==> config.mk <==
export PLATFORM = sky130hd
export DESIGN_NAME = bmab_sma_lane
export DESIGN_NICKNAME = d
export VERILOG_FILES = /design/src/hw/rtl/bar_moving_average_bank_macros.svh /design/src/hw/rtl/bmab_pkg.sv /design/src/hw/rtl/bmab_sma_lane.sv
export SDC_FILE = /design/constraint.sdc
export NUM_CORES = 1
export LEC_CHECK = 0
export ABC_AREA = 1
export ABC_CLOCK_PERIOD_IN_PS = 2790
export BUFFER_PORTS_ARGS = -buffer_cell sky130_fd_sc_hd__buf_2
export CELL_PAD_IN_SITES_DETAIL_PLACEMENT = 1
export CELL_PAD_IN_SITES_GLOBAL_PLACEMENT = 1
export CORE_MARGIN = 3
export CORE_UTILIZATION = 39
export CTS_CLUSTER_SIZE = 8
export DETAILED_ROUTE_END_ITERATION = 8
export PLACE_DENSITY_LB_ADDON = 0.1
export SYNTH_ARGS = -nofsm -noshare
export SYNTH_HDL_FRONTEND = slang
export SYNTH_SLANG_ARGS = --single-unit
==> constraint.sdc <==
create_clock -name clk_i -period 2.79 [get_ports clk_i]
set_clock_uncertainty 0.05 [all_clocks]
set_input_delay 0.279 -clock clk_i [delete_from_list [all_inputs] [get_ports clk_i]]
set_output_delay 0.279 -clock clk_i [all_outputs]
set_load 0.03 [all_outputs]
==> src/hw/rtl/bar_moving_average_bank_macros.svh <==
// ----------------------------------------------------------------------------
// Assertion macros for the bar moving average bank
// Concurrent checks clocked by clk_i and disabled while rst_ni is low.
// ----------------------------------------------------------------------------
`ifndef BAR_MOVING_AVERAGE_BANK_MACROS_SVH
`define BAR_MOVING_AVERAGE_BANK_MACROS_SVH
`ifndef SYNTH
`define BMAB_ASSERT(name, prop, msg) \
  name: assert property (@(posedge clk_i) disable iff (!rst_ni) prop) else $error(msg);
`define BMAB_ASSERT_NEVER(name, expr, msg) \
  name: assert property (@(posedge clk_i) disable iff (!rst_ni) !(expr)) else $error(msg);
`else
`define BMAB_ASSERT(name, prop, msg)
`define BMAB_ASSERT_NEVER(name, expr, msg)
`endif
`endif

==> src/hw/rtl/bmab_pkg.sv <==
// ----------------------------------------------------------------------------
// Moving average bank package
// Sizes, codes, shared types and helper functions of the averaging bank.
// ----------------------------------------------------------------------------
package bmab_pkg;

  localparam int HIST_DEPTH   = 256;
  localparam int PRICE_BITS   = 32;
  localparam int SMA_CHANNELS = 2;
  localparam int EMA_CHANNELS = 2;

  localparam int ADDR_BITS      = $clog2(HIST_DEPTH);
  localparam int FILL_BITS      = $clog2(HIST_DEPTH + 1);
  localparam int LEN_BITS       = 8;
  localparam int ALPHA_BITS     = 16;
  localparam int FRAC_BITS      = 16;
  localparam int SUM_BITS       = 40;
  localparam int AVG_BITS       = 32;
  localparam int EMA_BITS       = 48;
  localparam int ACC_BITS       = EMA_BITS + FRAC_BITS;
  localparam int MULT_BITS      = ALPHA_BITS + 1;
  localparam int DIV_STEP_BITS  = $clog2(SUM_BITS);
  localparam int MULT_STEP_BITS = $clog2(MULT_BITS);
  localparam int RD_BITS        = $clog2(SMA_CHANNELS + 1);
  localparam int CFG_ADDR_BITS  = 4;
  localparam int CFG_DATA_BITS  = 16;
  localparam int MIN_LENGTH     = 2;

  localparam logic [LEN_BITS-1:0]   SMA0_LEN_RESET  = LEN_BITS'(10);
  localparam logic [LEN_BITS-1:0]   SMAN_LEN_RESET  = LEN_BITS'(20);
  localparam logic [ALPHA_BITS-1:0] EMA0_ALPHA_RESET = ALPHA_BITS'(10082);
  localparam logic [ALPHA_BITS-1:0] EMAN_ALPHA_RESET = ALPHA_BITS'(4855);

  typedef enum logic [1:0] {
    SRC_OPEN  = 2'd0,
    SRC_HIGH  = 2'd1,
    SRC_LOW   = 2'd2,
    SRC_CLOSE = 2'd3
  } src_e;

  typedef enum logic [0:0] {
    FLD_PARAM  = 1'b0,
    FLD_SOURCE = 1'b1
  } cfg_field_e;

  typedef enum logic [1:0] {
    TOP_IDLE,
    TOP_LOAD,
    TOP_RUN,
    TOP_OUT
  } top_state_e;

  typedef enum logic [1:0] {
    SMA_IDLE,
    SMA_ADD,
    SMA_SUB,
    SMA_DIV
  } sma_state_e;

  typedef enum logic [1:0] {
    EMA_IDLE,
    EMA_MUL_OLD,
    EMA_MUL_NEW
  } ema_state_e;

  typedef struct packed {
    logic [PRICE_BITS-1:0] open_price;
    logic [PRICE_BITS-1:0] high_price;
    logic [PRICE_BITS-1:0] low_price;
    logic [PRICE_BITS-1:0] close_price;
  } bar_t;

  localparam int BAR_BITS = $bits(bar_t);

  typedef struct packed {
    logic start;
    logic clear;
    logic capture;
  } sma_ctrl_t;

  typedef struct packed {
    logic                busy;
    logic                full;
    logic [AVG_BITS-1:0] average;
  } sma_stat_t;

  typedef struct packed {
    logic                busy;
    logic                seeded;
    logic [EMA_BITS-1:0] value;
  } ema_stat_t;

  function automatic logic [PRICE_BITS-1:0] pick_price(input bar_t bar, input src_e src);
    logic [PRICE_BITS-1:0] price;
    unique case (src)
      SRC_OPEN:  price = bar.open_price;
      SRC_HIGH:  price = bar.high_price;
      SRC_LOW:   price = bar.low_price;
      SRC_CLOSE: price = bar.close_price;
    endcase
    return price;
  endfunction

  function automatic logic [LEN_BITS-1:0] eff_length(input logic [LEN_BITS-1:0] len);
    logic [LEN_BITS-1:0] res;
    res = len;
    if (int'(len) < MIN_LENGTH) res = LEN_BITS'(MIN_LENGTH);
    if (int'(res) > HIST_DEPTH - 1) res = LEN_BITS'(HIST_DEPTH - 1);
    return res;
  endfunction

  function automatic logic [ADDR_BITS-1:0] back_slot(input logic [ADDR_BITS-1:0] newest,
                                                     input logic [LEN_BITS-1:0] back);
    logic [ADDR_BITS:0] diff;
    diff = {1'b0, newest} - (ADDR_BITS + 1)'(back);
    if (diff[ADDR_BITS]) begin
      diff = diff + (ADDR_BITS + 1)'(HIST_DEPTH);
    end
    return diff[ADDR_BITS-1:0];
  endfunction

  function automatic logic [CFG_ADDR_BITS-1:0] sma_reg(input int ch, input cfg_field_e fld);
    return CFG_ADDR_BITS'(2 * ch + int'(fld));
  endfunction

  function automatic logic [CFG_ADDR_BITS-1:0] ema_reg(input int ch, input cfg_field_e fld);
    return CFG_ADDR_BITS'(2 * SMA_CHANNELS + 2 * ch + int'(fld));
  endfunction

endpackage

==> src/hw/rtl/bmab_sma_lane.sv <==
// ----------------------------------------------------------------------------
// Simple moving average lane
// Running window sum with a bit-serial restoring divider by the length.
// ----------------------------------------------------------------------------
module bmab_sma_lane import bmab_pkg::*; (
  input  logic                clk_i,
  input  logic                rst_ni,
  input  sma_ctrl_t           ctrl_i,
  input  logic [LEN_BITS-1:0] length_i,
  input  src_e                source_i,
  input  bar_t                new_bar_i,
  input  bar_t                old_bar_i,
  output sma_stat_t           stat_o
);

  sma_state_e               state_q, state_d;
  logic [SUM_BITS-1:0]      sum_q, sum_d;
  logic [LEN_BITS-1:0]      count_q, count_d;
  logic [PRICE_BITS-1:0]    old_q;
  logic [SUM_BITS-1:0]      quo_q, quo_d;
  logic [LEN_BITS-1:0]      rem_q, rem_d;
  logic [DIV_STEP_BITS-1:0] step_q, step_d;
  logic [LEN_BITS-1:0]      eff_len;
  logic [PRICE_BITS-1:0]    new_price;
  logic [LEN_BITS:0]        trial;
  logic                     fits;
  logic                     not_full;

  assign eff_len   = eff_length(length_i);
  assign new_price = pick_price(new_bar_i, source_i);
  assign not_full  = count_q < eff_len;
  assign trial     = {rem_q, quo_q[SUM_BITS-1]};
  assign fits      = trial >= {1'b0, eff_len};

  always_comb begin
    state_d = state_q;
    unique case (state_q)
      SMA_IDLE: if (ctrl_i.start) state_d = SMA_ADD;
      SMA_ADD:  state_d = not_full ? SMA_DIV : SMA_SUB;
      SMA_SUB:  state_d = SMA_DIV;
      SMA_DIV:  if (step_q == '0) state_d = SMA_IDLE;
    endcase
  end

  always_comb begin
    sum_d   = sum_q;
    count_d = count_q;
    quo_d   = quo_q;
    rem_d   = rem_q;
    step_d  = step_q;
    unique case (state_q)
      SMA_IDLE: begin
        if (ctrl_i.clear) begin
          sum_d   = '0;
          count_d = '0;
        end
      end
      SMA_ADD: begin
        sum_d = sum_q + SUM_BITS'(new_price);
        if (not_full) begin
          count_d = count_q + LEN_BITS'(1);
          quo_d   = sum_d;
          rem_d   = '0;
          step_d  = DIV_STEP_BITS'(SUM_BITS - 1);
        end
      end
      SMA_SUB: begin
        sum_d  = sum_q - SUM_BITS'(old_q);
        quo_d  = sum_d;
        rem_d  = '0;
        step_d = DIV_STEP_BITS'(SUM_BITS - 1);
      end
      SMA_DIV: begin
        rem_d  = fits ? LEN_BITS'(trial - {1'b0, eff_len}) : LEN_BITS'(trial);
        quo_d  = {quo_q[SUM_BITS-2:0], fits};
        step_d = step_q - DIV_STEP_BITS'(1);
      end
    endcase
  end

  always_comb begin
    stat_o.busy    = state_q != SMA_IDLE;
    stat_o.full    = !not_full;
    stat_o.average = not_full ? '0 : quo_q[AVG_BITS-1:0];
  end

  always_ff @(posedge clk_i or negedge rst_ni) begin
    if (!rst_ni) begin
      state_q <= SMA_IDLE;
      sum_q   <= '0;
      count_q <= '0;
      step_q  <= '0;
    end else begin
      state_q <= state_d;
      sum_q   <= sum_d;
      count_q <= count_d;
      step_q  <= step_d;
    end
  end

  always_ff @(posedge clk_i) begin
    quo_q <= quo_d;
    rem_q <= rem_d;
    if (ctrl_i.capture) begin
      old_q <= pick_price(old_bar_i, source_i);
    end
  end

endmodule

==> summary.md, run 1 <==
| Metric | Value |
|---|---|
| FF+latch count, synth | approximately 140 |
| Clk buf depth | 2 |
| PD cells | 833 nW/um^2 |
| Worst-margin pin slew | 0.832 ns |
| Mapped Nets | around 2600 |
| GRT Util Overall | around a third |
| F_max | between 300 and 400 MHz |
| Cells along the critical path | buf_2 > clkinvlp_4 > nor2_4 > buf_12 > buf_6 > nand2_1 > a31oi_4 > buf_6 > ha_4 > nand2_2 > inv_1 > nand2_2 > buf_4 > nor3_4 > nand3_2 > nand3_1 > nand2_1 > nand3_1 > nand3_1 |
| Cells after DPL | ~3100 |
| CP arrival | between 2 and 3 ns |
| Number of synthesized flops with an enable pin | 80 |
| Largest net degree at the start of global routing | 41 |
| Final hold violations | 0 |
| I/O pin count | 305 |
| Maximum VDD drop | about 1.9 mV |
| First-pass GRT wire length | 101 mm |
| Hold_ws | slightly above 0.06 ns |
| Hold Crit Depth | 3 |
| Nets | 3077 |
| 1st-iter DRT viols | 1158 |
| Yosys warns | 0 |
| Crit path kind | input pin to flip-flop |
| Vias in the first global route | around 18000 |
| Most frequent cells in the layout | nand2_1, inv_1, buf_2, buf_4, nor2_1 |
| Status | finished, violations left |
| Final setup violation count | 3 |
| Clock tree from TritonCTS | built |
| Most Frequent Cell on Critical Path | nand3_1 |
| CP top delay family | simple AND/OR/NAND/NOR gates |
| Final Max Tran Viols | 0 |
| Final Cell Area | between 15000 and 20000 um^2 |
| Failing checks | negative setup slack |
| DR vias | around 17000 |
| Synthesis-to-layout area growth | 35.8% |
| Worst-path clk slew | approximately 0.060 ns |
| Cells after Synth | about 2300 |
| H-tree levels | 4 |
| Synth Flop Type | edfxtp_1 |
| Max Cap Violations | 0 |
| Clk Latency, worst-skew pair | roughly 0.45 ns |
| CP peak stage delay | about 0.29 ns |
| Initial core utilization | just over 40% |
| Post-route minimum period | between 2 and 3 ns |
| Distinct cells, synth | 50 |
| Post-Syn Area | 14100 um^2 |
| Startpoint Class | input pin |
| Register area share after synthesis | roughly 27% |
| CTS buffer count | 17 |
| Core region area | between 30000 and 40000 um^2 |
| DR vias/cell | around 5.5 |
| Port buffer count | about 300 |
| RSZ-0062 raised after global routing | yes |
| Die X | 196 um |
| Drt pass-1 iters | 5 |
| Final Cycle Share | 100% |
| Initial antenna violation count | 3 |
| Final Non-Filler Cells | ~3200 |
| Clk sinks | ~140 |
| Gpl congestion | 0.993 |
| Die ar. | 38500 um^2 |
| WL final | just under 70 mm |
| Die Ht | 196 um |
| Routed wire length per instance | between 20 and 25 um |
| Synth async-reset ratio | between 40 and 50% |
| Leak | a little over 10 nW |
| WP buf/inv | 7 |
| Standard-cell rows | 68 |
| Worst EP required | between 2 and 3 ns |
| Largest fanout on the critical path | 7 |
| Final HPWL DP | 55.0 mm |
| Cell Area, Placed | ~17000 um^2 |
| Drt drc | 0 |
| Share of layout cells above drive strength 1 | approximately 28% |
| Leading cell type in the layout, fill and taps excluded | nand2_1 |
| Root Driver | clkbuf_16 |
| Crit. path cell count | 19 |
| Cell count of the worst reg-to-reg path | 14 |
| Syn_area_per_cell | between 6 and 7 um^2 |
| Max-Slew Margin vs Limit | 44.6% |
| Tightest Hold Check Type | input pin to flip-flop |
| Critical path's slowest cell | nor2_4 |
| Setup ws final | -0.0130 ns |
| Post-route ant nets | 0 |
| Crit path capture type | flip-flop |
| GRT overflow | 0 |
cells in the mapped netlist, types with 10 or more instances:
master    count  area share, %
o211ai_1     18           0.96
o21ai_0      84            3.0
nand3b_1     16           0.85
buf_2        15           0.53
nor3_1       17           0.60
xnor2_1      17            1.1
ha_1         89            7.9
nand3_2      17            1.2
a221oi_1     22            1.4
nand2_2      23            1.0
clkbuf_1     41            1.1
a21oi_1      75            2.7
nor2_2       17           0.75
o221ai_1     14           0.87
a31oi_1      10           0.44
edfxtp_1     80             17
nand2_1     865             23
dfrtp_1      56            9.9
nand3_1     147            5.2
inv_1       356            9.5
nand4_1      39            1.7
nor2_1      176            4.7
layer usage:
metal / share of wire, % / global-route usage [%] / vias up
met4: 3.3 / 10.4 / 0
met5: 0 / 0 / -
met3: 6.5 / 5.60 / 142
met2: 48 / 57.2 / 650
li1: - / - / 8162
met1: 42 / 44.6 / 8457
cell families after synthesis:
logic type,share of synthesized area [%]
simple gates,41.1
compound gates,10.4
buf+inv,11.5
xor+xnor,1.62
flops,27.0
fa+ha+maj,8.33
layout make-up:
class                           count  area (um^2)
Sequential cell                   136         3800
Antenna cell                        3         7.51
Multi-Input combinational cell   1717         9770
Timing Repair Buffer              478         3060
Clock inverter                      9         75.1
Fill cell                        4759        15900
Inverter                          364         1370
Tap cell                          455          569
Clock buffer                       23          478
stage by stage:
step	setup WS, ns	power [mW]	TNS [ns]	util, %
finish	-0.0130	16.0	-0.0260	54.6
global placement	-0.697	12.5	-31.95	49.3
detailed placement	-0.740	12.8	-34.77	49.3
global route	-0.232	17.0	-4.07	54.6
CTS	0.00116	15.2	0	51.3
floorplan	0.00454	9.04	0	-
repair_timing:
item,in CTS,in global routing
pin swaps,0,38
gates cloned,0,4
resized for setup,19,231
hold buffers,1,0
hold endpoints to repair,56,0
setup buffers,1,10
setup endpoints to repair,52,88
state kept, by name, indices dropped and copies added, names as in the netlist:
register  flops
rem_q         8
old_q        32
count_q       8
quo_q        40
sum_q        40
state_q       2
step_q        6
worst register-to-register path: cells and delay by family (launching register included):
family	cells	cell delay (ns)
buffers and inverters	2	0.20
DFF	1	0.42
adders and majority gates	2	0.63
AOI/OAI and AO/OA	1	0.13
and+or+nand+nor	9	1.01
power breakdown:
part | total (mW) | internal (mW) | switching, mW
Sequential | 3.72 | 3.15 | 0.566
Clock | 2.22 | 1.29 | 0.933
Combinational | 10.0 | 3.48 | 6.53
Total | 16.0 | 7.92 | 8.03
path summary, 6_finish.rpt:
path,end,slack [ns],from
max,quo_q[34],-0.01,source_i[1]
min,old_q[21],0.06,old_bar_i[53]
max reg2reg,quo_q[16],0.10,sum_q[0]
min reg2reg,step_q[0],0.48,step_q[0]
max in group asynchronous,sum_q[27],1.84,rst_ni
min in group asynchronous,sum_q[1],0.33,rst_ni
No activity file was read; power rests on OpenSTA's default activity.
==> inputs of run 2 (changes only) <==
==> constraint.sdc (replaced) <==
create_clock -name clk_i -period 2.79 [get_ports clk_i]
set_clock_uncertainty 0.05 [all_clocks]
set_input_delay 0.4185 -clock clk_i [delete_from_list [all_inputs] [get_ports clk_i]]
set_output_delay 0.4185 -clock clk_i [all_outputs]
set_load 0.03 [all_outputs]
==> run 2 against run 1 <==
The flow still finishes with violations (negative setup slack); critical path depth increased by 2; global-route usage increased by 1.4 points; fmax decreased by 4.9%.
==> summary.md, run 2 (same netlist as run 1, synthesis figures left out) <==
| Metric | Value |
|---|---|
| Nets | 3100 (+0.75%) |
| Failing checks | negative setup slack |
| Synthesis-to-layout area growth | 44.5% |
| Final HPWL DP | 55.3 mm (+0.49%) |
| Crit path capture type | flip-flop |
| Clock power frac | 15.0% (+1.1 points) |
| GRT overflow | 0 (unchanged) |
| Final Max Tran Viols | 0 (unchanged) |
| Int Pwr | 8.21 mW (+3.7%) |
| Final Non-Filler Cells | 3211 (+0.82%) |
| Final Cycle Share | 106% (+5.2 points) |
| Worst-path clk slew | 0.07 ns (about the same) |
| CP top delay family | simple AND/OR/NAND/NOR gates |
| Max-Slew Margin vs Limit | 44.9% (+0.34 points) |
| Drt drc | 0 (unchanged) |
| Tightest Hold Check Type | input pin to flip-flop |
| Cell count of the worst reg-to-reg path | 9 (-5) |
| Die Ht | 196 um (unchanged) |
| Post-route ant nets | 0 (unchanged) |
| FF-to-FF Start | sum_q[21] |
| First-pass GRT wire length | 105 mm (+3.6%) |
| Post-route minimum period | 2.95 ns (+0.145 ns) |
| Die ar. | 38500 um^2 (unchanged) |
| Sequential share of power | 22.2% (-1.1 points) |
| Vias in the first global route | 18300 (+2.3%) |
| 1st-iter DRT viols | 1091 (-5.8%) |
| Port buffer count | 304 (unchanged) |
| Clock tree from TritonCTS | built |
| Die X | 196 um (unchanged) |
| Startpoint Class | input pin |
| WP buf/inv | 7 (unchanged) |
| Most frequent cells in the layout | nand2_1, inv_1, buf_2, buf_4, nor2_1 |
| Leading cell type in the layout, fill and taps excluded | nand2_1 |
| Core region area | 35100 um^2 (unchanged) |
| Worst R2R End | quo_q[23] |
| GRT Util Overall | 35.4% (+1.4 points) |
| Final setup violation count | 33 (+30) |
| Critical path's slowest cell | ha_4 |
| Share of layout cells above drive strength 1 | 34.7% (+6.3 points) |
| CP arrival | 3.09 ns (+0.15 ns) |
| Worst EP required | 2.93 ns (about the same) |
| Largest fanout on the critical path | 4 (-3) |
| Maximum VDD drop | 0.657 mV (-66%) |
| F_max | 339 MHz (-4.9%) |
| Initial antenna violation count | 6 (+3) |
| WL final | 73.0 mm (+5.9%) |
| Initial core utilization | 40.2% (unchanged) |
| Drt pass-1 iters | 5 (unchanged) |
| Top flop regs | quo_q x40, sum_q x40, old_q x32 |
| H-tree levels | 4 (unchanged) |
| PD cells | 826 nW/um^2 (-0.83%) |
| Leak | 10.8 nW (+5.0%) |
| DR vias/cell | 5.54 (+1.4%) |
| Hold Crit Endpoint | old_q[0] |
| Worst-margin pin slew | 0.827 ns (-0.00508 ns) |
| P_sw | 8.62 mW (+7.3%) |
| Setup ws final | -0.158 ns (-0.145 ns) |
| Cells along the critical path | buf_8 > clkinvlp_4 > nor2_4 > buf_6 > buf_16 > buf_6 > a221oi_2 > nand2_1 > o21ai_2 > inv_2 > ha_4 > nand2_1 > nor2_4 > buf_4 > nand2_1 > nor2_2 > nand2_4 > nand2_1 > nand2_1 > nand3_1 > nand3_1 |
| Worst Hold Launch | old_bar_i[64] |
| Status | finished, violations left |
| CTS buffer count | 17 (unchanged) |
| Crit. path cell count | 21 (+2) |
| RSZ-0062 raised after global routing | yes |
| Cells after DPL | 3130 (-0.16%) |
| Routed wire length per instance | 22.7 um (+5.0%) |
| Most Frequent Cell on Critical Path | nand2_1 |
| Setup slack, reg-to-reg | 0.02 ns (-0.08 ns) |
| Root Driver | clkbuf_16 |
| Crit path kind | input pin to flip-flop |
| Largest net degree at the start of global routing | 41 (unchanged) |
| CP peak stage delay | 0.29 ns (about the same) |
| Max Cap Violations | 0 (unchanged) |
| Clk Latency, worst-skew pair | 0.45 ns (about the same) |
| Hold_ws | 0.216 ns (+0.153 ns) |
| Gpl congestion | 1.02 (+2.9%) |
| I/O pin count | 305 (unchanged) |
| Hold Crit Depth | 3 (unchanged) |
| Standard-cell rows | 68 (unchanged) |
| Clk sinks | 136 (unchanged) |
| Clk buf depth | 2 (unchanged) |
| Final hold violations | 0 (unchanged) |
| DR vias | 17800 (+2.2%) |
| Sw Ratio | 51.2% (+0.86 points) |
| Power share of the combinational group | 62.8% (about the same) |
[run 2: changes by cell type in the layout (fill, tap and decap cells not counted), moves of 8 or more]
| cell | before | now |
|---|---|---|
| nor2_4 | 13 | 32 |
| buf_2 | 303 | 273 |
| buf_4 | 153 | 194 |
| a221oi_1 | 9 | 1 |
| nor2_1 | 149 | 128 |
| inv_2 | 13 | 37 |
| nand2_4 | 16 | 41 |
| o21ai_0 | 71 | 61 |
| inv_1 | 348 | 322 |
| nand2_2 | 60 | 99 |
| nand2_1 | 812 | 747 |
| ha_4 | 23 | 31 |
[run 2: worst register-to-register path: cells and delay by family (launching register included)]
family | cells | cell delay [ns]
flip-flops | 1 | 0.47
adder cells (fa/ha/maj) | 1 | 0.47
AO/OA/AOI/OAI | 2 | 0.34
AND/OR/NAND/NOR | 5 | 1.10
buffers and inverters | 1 | 0.07
[run 2: timing repair]
item	CTS	global route
hold endpoints to repair	21	0
hold buffers	1	0
setup endpoints to repair	102	106
setup buffers	8	31
gates resized for setup	191	343
gates cloned	4	2
pin swaps	28	122
[run 2: through the flow]
stage	setup WS, ns	power [mW]	util, %	cell area, um^2	setup TNS, ns
finish	-0.158	16.8	58.1	20400	-2.26
global route	-0.208	17.8	58.1	20400	-8.78
CTS	-0.0660	15.9	54.0	18900	-0.651
detailed placement	-0.788	12.8	49.2	17300	-43.13
global placement	-0.715	12.4	49.2	17300	-39.32
floorplan	-0.0102	9.05	-	14200	-0.0174
[run 2: how the worst max path moves through the flow]
stage	from	endpoint	slack, ns
final	source_i[1]	quo_q[35]	-0.16
after global routing	source_i[1]	quo_q[34]	-0.21
after CTS	source_i[1]	quo_q[34]	-0.07
after detailed placement	source_i[1]	quo_q[34]	-0.79
after global placement	source_i[1]	quo_q[38]	-0.72
after floorplan	source_i[1]	quo_q[24]	-0.01
[run 2: per-layer routing]
| layer | global-route usage [%] | up-vias | part of all wire [%] |
|---|---|---|---|
| li1 | - | 8212 | - |
| met1 | 44.4 | 8705 | 40 |
| met2 | 61.6 | 729 | 49 |
| met3 | 5.58 | 155 | 6.9 |
| met4 | 12.5 | 0 | 3.8 |
| met5 | 0 | - | 0 |
[run 2: layout make-up]
type,count,area [um^2]
inverter,364,1380
sequential,136,3810
fill,4642,14700
antenna,6,15.0
multi-input combinational,1717,10600
clock buffer,17,425
clock inverter,15,190
timing repair buffer,501,3400
tap,455,569
[run 2: power groups by stage]
stage / Clock (mW) / Combinational [mW] / Sequential, mW
2_1_floorplan: 0 / 5.61 / 3.44
3_3_place_gp: 0 / 8.73 / 3.68
3_5_place_dp: 0 / 9.06 / 3.70
4_1_cts: 2.54 / 9.61 / 3.70
5_1_grt: 2.62 / 11.4 / 3.79
6_report: 2.53 / 10.6 / 3.74
==> inputs of run 3 (changes only) <==
- ABC_AREA: 1 -> 0
- CORE_UTILIZATION: 39 -> 40
==> run 3 against run 2 <==
Utilization is 8.3 points higher; non-clock buffer count is 171 higher; critical path depth is 7 lower; area after synthesis is 14% lower; wire length is 6.4% lower; final cell count is 28% lower; final area is 2.9% lower; the run still ends with negative setup slack left; highest routed layer unchanged; setup slack worse by 0.69 ns; via count is 17% lower; largest cell class unchanged.
==> summary.md, run 3 <==
| Metric | Value |
|---|---|
| Status | finished, violations left |
| Failing checks | negative setup slack |
| Die ar. | 32500 um^2 (-16%) |
| Worst-margin pin slew | 0.809 ns (-0.0173 ns) |
| Crit path capture type | flip-flop |
| Final Cycle Share | 130% (+25 points) |
| Max-Slew Margin vs Limit | 46.0% (+1.1 points) |
| Register area share after synthesis | 31.3% (+4.4 points) |
| Nets | 2276 (-27%) |
| GRT overflow | 0 (unchanged) |
| Distinct cells, synth | 82 (+64%) |
| I/O pin count | 305 (unchanged) |
| Final Max Tran Viols | 0 (unchanged) |
| Final hold violations | 0 (unchanged) |
| F_max | 275 MHz (-19%) |
| Post-Syn Area | 12100 um^2 (-14%) |
| Setup ws final | -0.846 ns (-0.688 ns) |
| Syn_area_per_cell | 9.44 um^2 (+53%) |
| Post-route minimum period | 3.64 ns (+0.688 ns) |
| Leak | 9.07 nW (-16%) |
| Startpoint Class | input pin |
| Final setup violation count | 175 (+430%) |
| Mapped Nets | 1648 (-38%) |
| PD cells | 1000 nW/um^2 (+21%) |
| Drt pass-1 iters | 5 (unchanged) |
| DR vias/cell | 6.40 (+16%) |
| Synth Flop Type | edfxtp_1 |
| Standard-cell rows | 63 (-7.4%) |
| Max Cap Violations | 0 (unchanged) |
| Share of layout cells above drive strength 1 | 53.4% (+19 points) |
| CP peak stage delay | 0.49 ns (+0.20 ns) |
| Gpl congestion | 0.916 (-10%) |
| Largest net degree at the start of global routing | 55 (+34%) |
| Cells after DPL | 2191 (-30%) |
| Final Cell Area | 19800 um^2 (-2.9%) |
| CTS buffer count | 17 (unchanged) |
| # fillers | 3219 (-31%) |
| Share of the synthesized area in the top cell type | 19.8% (-3.2 points) |
| Cells after Synth | 1285 (-44%) |
| Synthesis-to-layout area growth | 63.0% |
| Dominant cells by area after synthesis | edfxtp_1, mux4_2, dfrtp_1 |
| Worst-path clk slew | 0.07 ns (about the same) |
| Final HPWL DP | 39.5 mm (-29%) |
| Clk Latency, worst-skew pair | 0.47 ns (+0.02 ns) |
| CP arrival | 3.77 ns (+0.68 ns) |
| Most frequent cells in the layout | buf_4, buf_2, nand2_1, edfxtp_1, buf_6 |
| Clk sinks | 136 (unchanged) |
| FF+latch count, synth | 136 (unchanged) |
| Clock tree from TritonCTS | built |
| Leading cell type in the layout, fill and taps excluded | buf_4 |
| WP buf/inv | 4 (-3) |
| Routed wire length per instance | 29.5 um (+30%) |
| Root Driver | clkbuf_16 |
| Vias in the first global route | 15000 (-18%) |
| Most Frequent Cell on Critical Path | buf_12 |
| Largest fanout on the critical path | 6 (+2) |
| Initial antenna violation count | 1 (-5) |
| Cell taking the most area after synthesis | edfxtp_1 |
| Worst Hold Launch | old_bar_i[118] |
| Critical path's slowest cell | mux4_2 |
| Tightest Hold Check Type | input pin to flip-flop |
| Die Ht | 180 um (-8.1%) |
| Top flop regs | quo_q x40, sum_q x40, old_q x32 |
| Maximum VDD drop | 0.715 mV (+9.0%) |
| Final Non-Filler Cells | 2317 (-28%) |
| Cell Area, Placed | 16400 um^2 (-4.9%) |
| Crit path kind | input pin to flip-flop |
| Hold_ws | 0.285 ns (+0.0698 ns) |
| CP top delay family | compound AO/OA/AOI/OAI gates |
| Yosys warns | 0 (unchanged) |
| Port buffer count | 304 (unchanged) |
| Initial core utilization | 40.7% (+0.52 points) |
| Number of synthesized flops with an enable pin | 80 (unchanged) |
| Pwr Total | 19.9 mW (+18%) |
| GRT Util Overall | 34.5% (-0.81 points) |
| H-tree levels | 4 (unchanged) |
| Die X | 180 um (-8.1%) |
| Count leader, synth | nand2_1 |
| Core region area | 29800 um^2 (-15%) |
| FF-to-FF Start | old_q[0] |
| Drt drc | 0 (unchanged) |
| 1st-iter DRT viols | 1461 (+34%) |
| Post-route ant nets | 0 (unchanged) |
| Post-synth top cells | nand2_1, ha_1, a21oi_1 |
| RSZ-0062 raised after global routing | yes |
| DR vias | 14800 (-17%) |
| Synth async-reset ratio | 41.2% (unchanged) |
| WL final | 68.3 mm (-6.4%) |
| First-pass GRT wire length | 87.4 mm (-17%) |
| Cells along the critical path | buf_12 > buf_12 > clkbuf_16 > mux4_2 > ha_1 > nand2_1 > or3_4 > o31ai_4 > a21oi_4 > a221oi_2 > buf_4 > nand4_1 > xor2_1 > o221ai_1 |
| Post-route setup TNS | -75.35 ns (-73.09 ns) |
| Crit path from | source_i[1] |
| Clk buf depth | 2 (unchanged) |
| Worst EP required | 2.92 ns (about the same) |
run 3: repair_timing:
| action | 4_1_cts | 5_1_grt |
|---|---|---|
| buffers inserted | 53 | 53 |
| setup endpoints to repair | 165 | 175 |
| pin swaps | 90 | 96 |
| gates resized for setup | 245 | 189 |
| hold endpoints to repair | 23 | 0 |
| cloned | 4 | 8 |
| hold buffers | 1 | 0 |
run 3: cells by family (layout without fill, tap and decap cells):
logic type	count (synthesis)	count (layout)	synth area share, %
and+or+nand+nor	392	392	15.5
AOI/OAI and AO/OA	365	365	20.2
buffers and inverters	143	784	4.55
DFF	136	136	31.3
adders and majority gates	92	92	9.67
muxes	80	80	13.2
xor gates and xnor gates	77	77	5.56
other	0	1	0
run 3: cell type report:
cell class / count / area [um^2] / area share [%]
clock buffer: 19 / 454 / 2.30
multi-input combinational: 1006 / 9480 / 47.9
antenna: 1 / 2.50 / 0.0127
timing repair buffer: 672 / 4980 / 25.2
timing repair inverter: 7 / 114 / 0.576
inverter: 73 / 300 / 1.52
sequential: 136 / 3800 / 19.2
clock inverter: 13 / 158 / 0.797
tap: 390 / 488 / 2.47
run 3: worst reg2reg max path, stage by stage, from the launching register on:
cell      delay (ns)
edfxtp_1        0.45
ha_2            0.23
inv_2           0.04
fa_2            0.34
a211o_1         0.30
a21oi_2         0.22
buf_4           0.15
buf_6           0.11
a211oi_4        0.07
o211a_1         0.25
o211ai_1        0.22
buf_4           0.19
a31oi_4         0.13
buf_6           0.18
nor2_4          0.11
xnor2_1         0.16
o221ai_1        0.16
run 3: worst paths after layout:
path | endpoint | slack [ns] | depth (start not counted)
setup / recovery | quo_q[35] | -0.85 | 14
hold / removal | old_q[22] | 0.29 | 2
setup reg to reg | quo_q[36] | -0.82 | 16
hold reg to reg | step_q[4] | 0.51 | 2
max in group asynchronous | sum_q[24] | 1.48 | 3
min in group asynchronous | step_q[2] | 0.49 | 2
run 3: routing by layer:
layer | global-route usage, % | routed length (um)
met3 | 8.01 | 6340
met4 | 13.3 | 4810
met1 | 41.6 | 23900
met2 | 60.0 | 33300
met5 | 0 | 0
run 3: report_power, final:
part	internal (mW)	total [mW]	switching, mW
Clock	1.40	2.56	1.16
Combinational	5.57	13.5	7.88
Sequential	3.16	3.84	0.685
Total	10.1	19.9	9.73
run 3: through the flow:
step / worst slack (ns) / util [%]
floorplan: -0.872 / -
global placement: -1.16 / 55.1
detailed placement: -1.30 / 55.1
CTS: -0.652 / 62.3
global route: -0.873 / 66.4
finish: -0.846 / 66.4
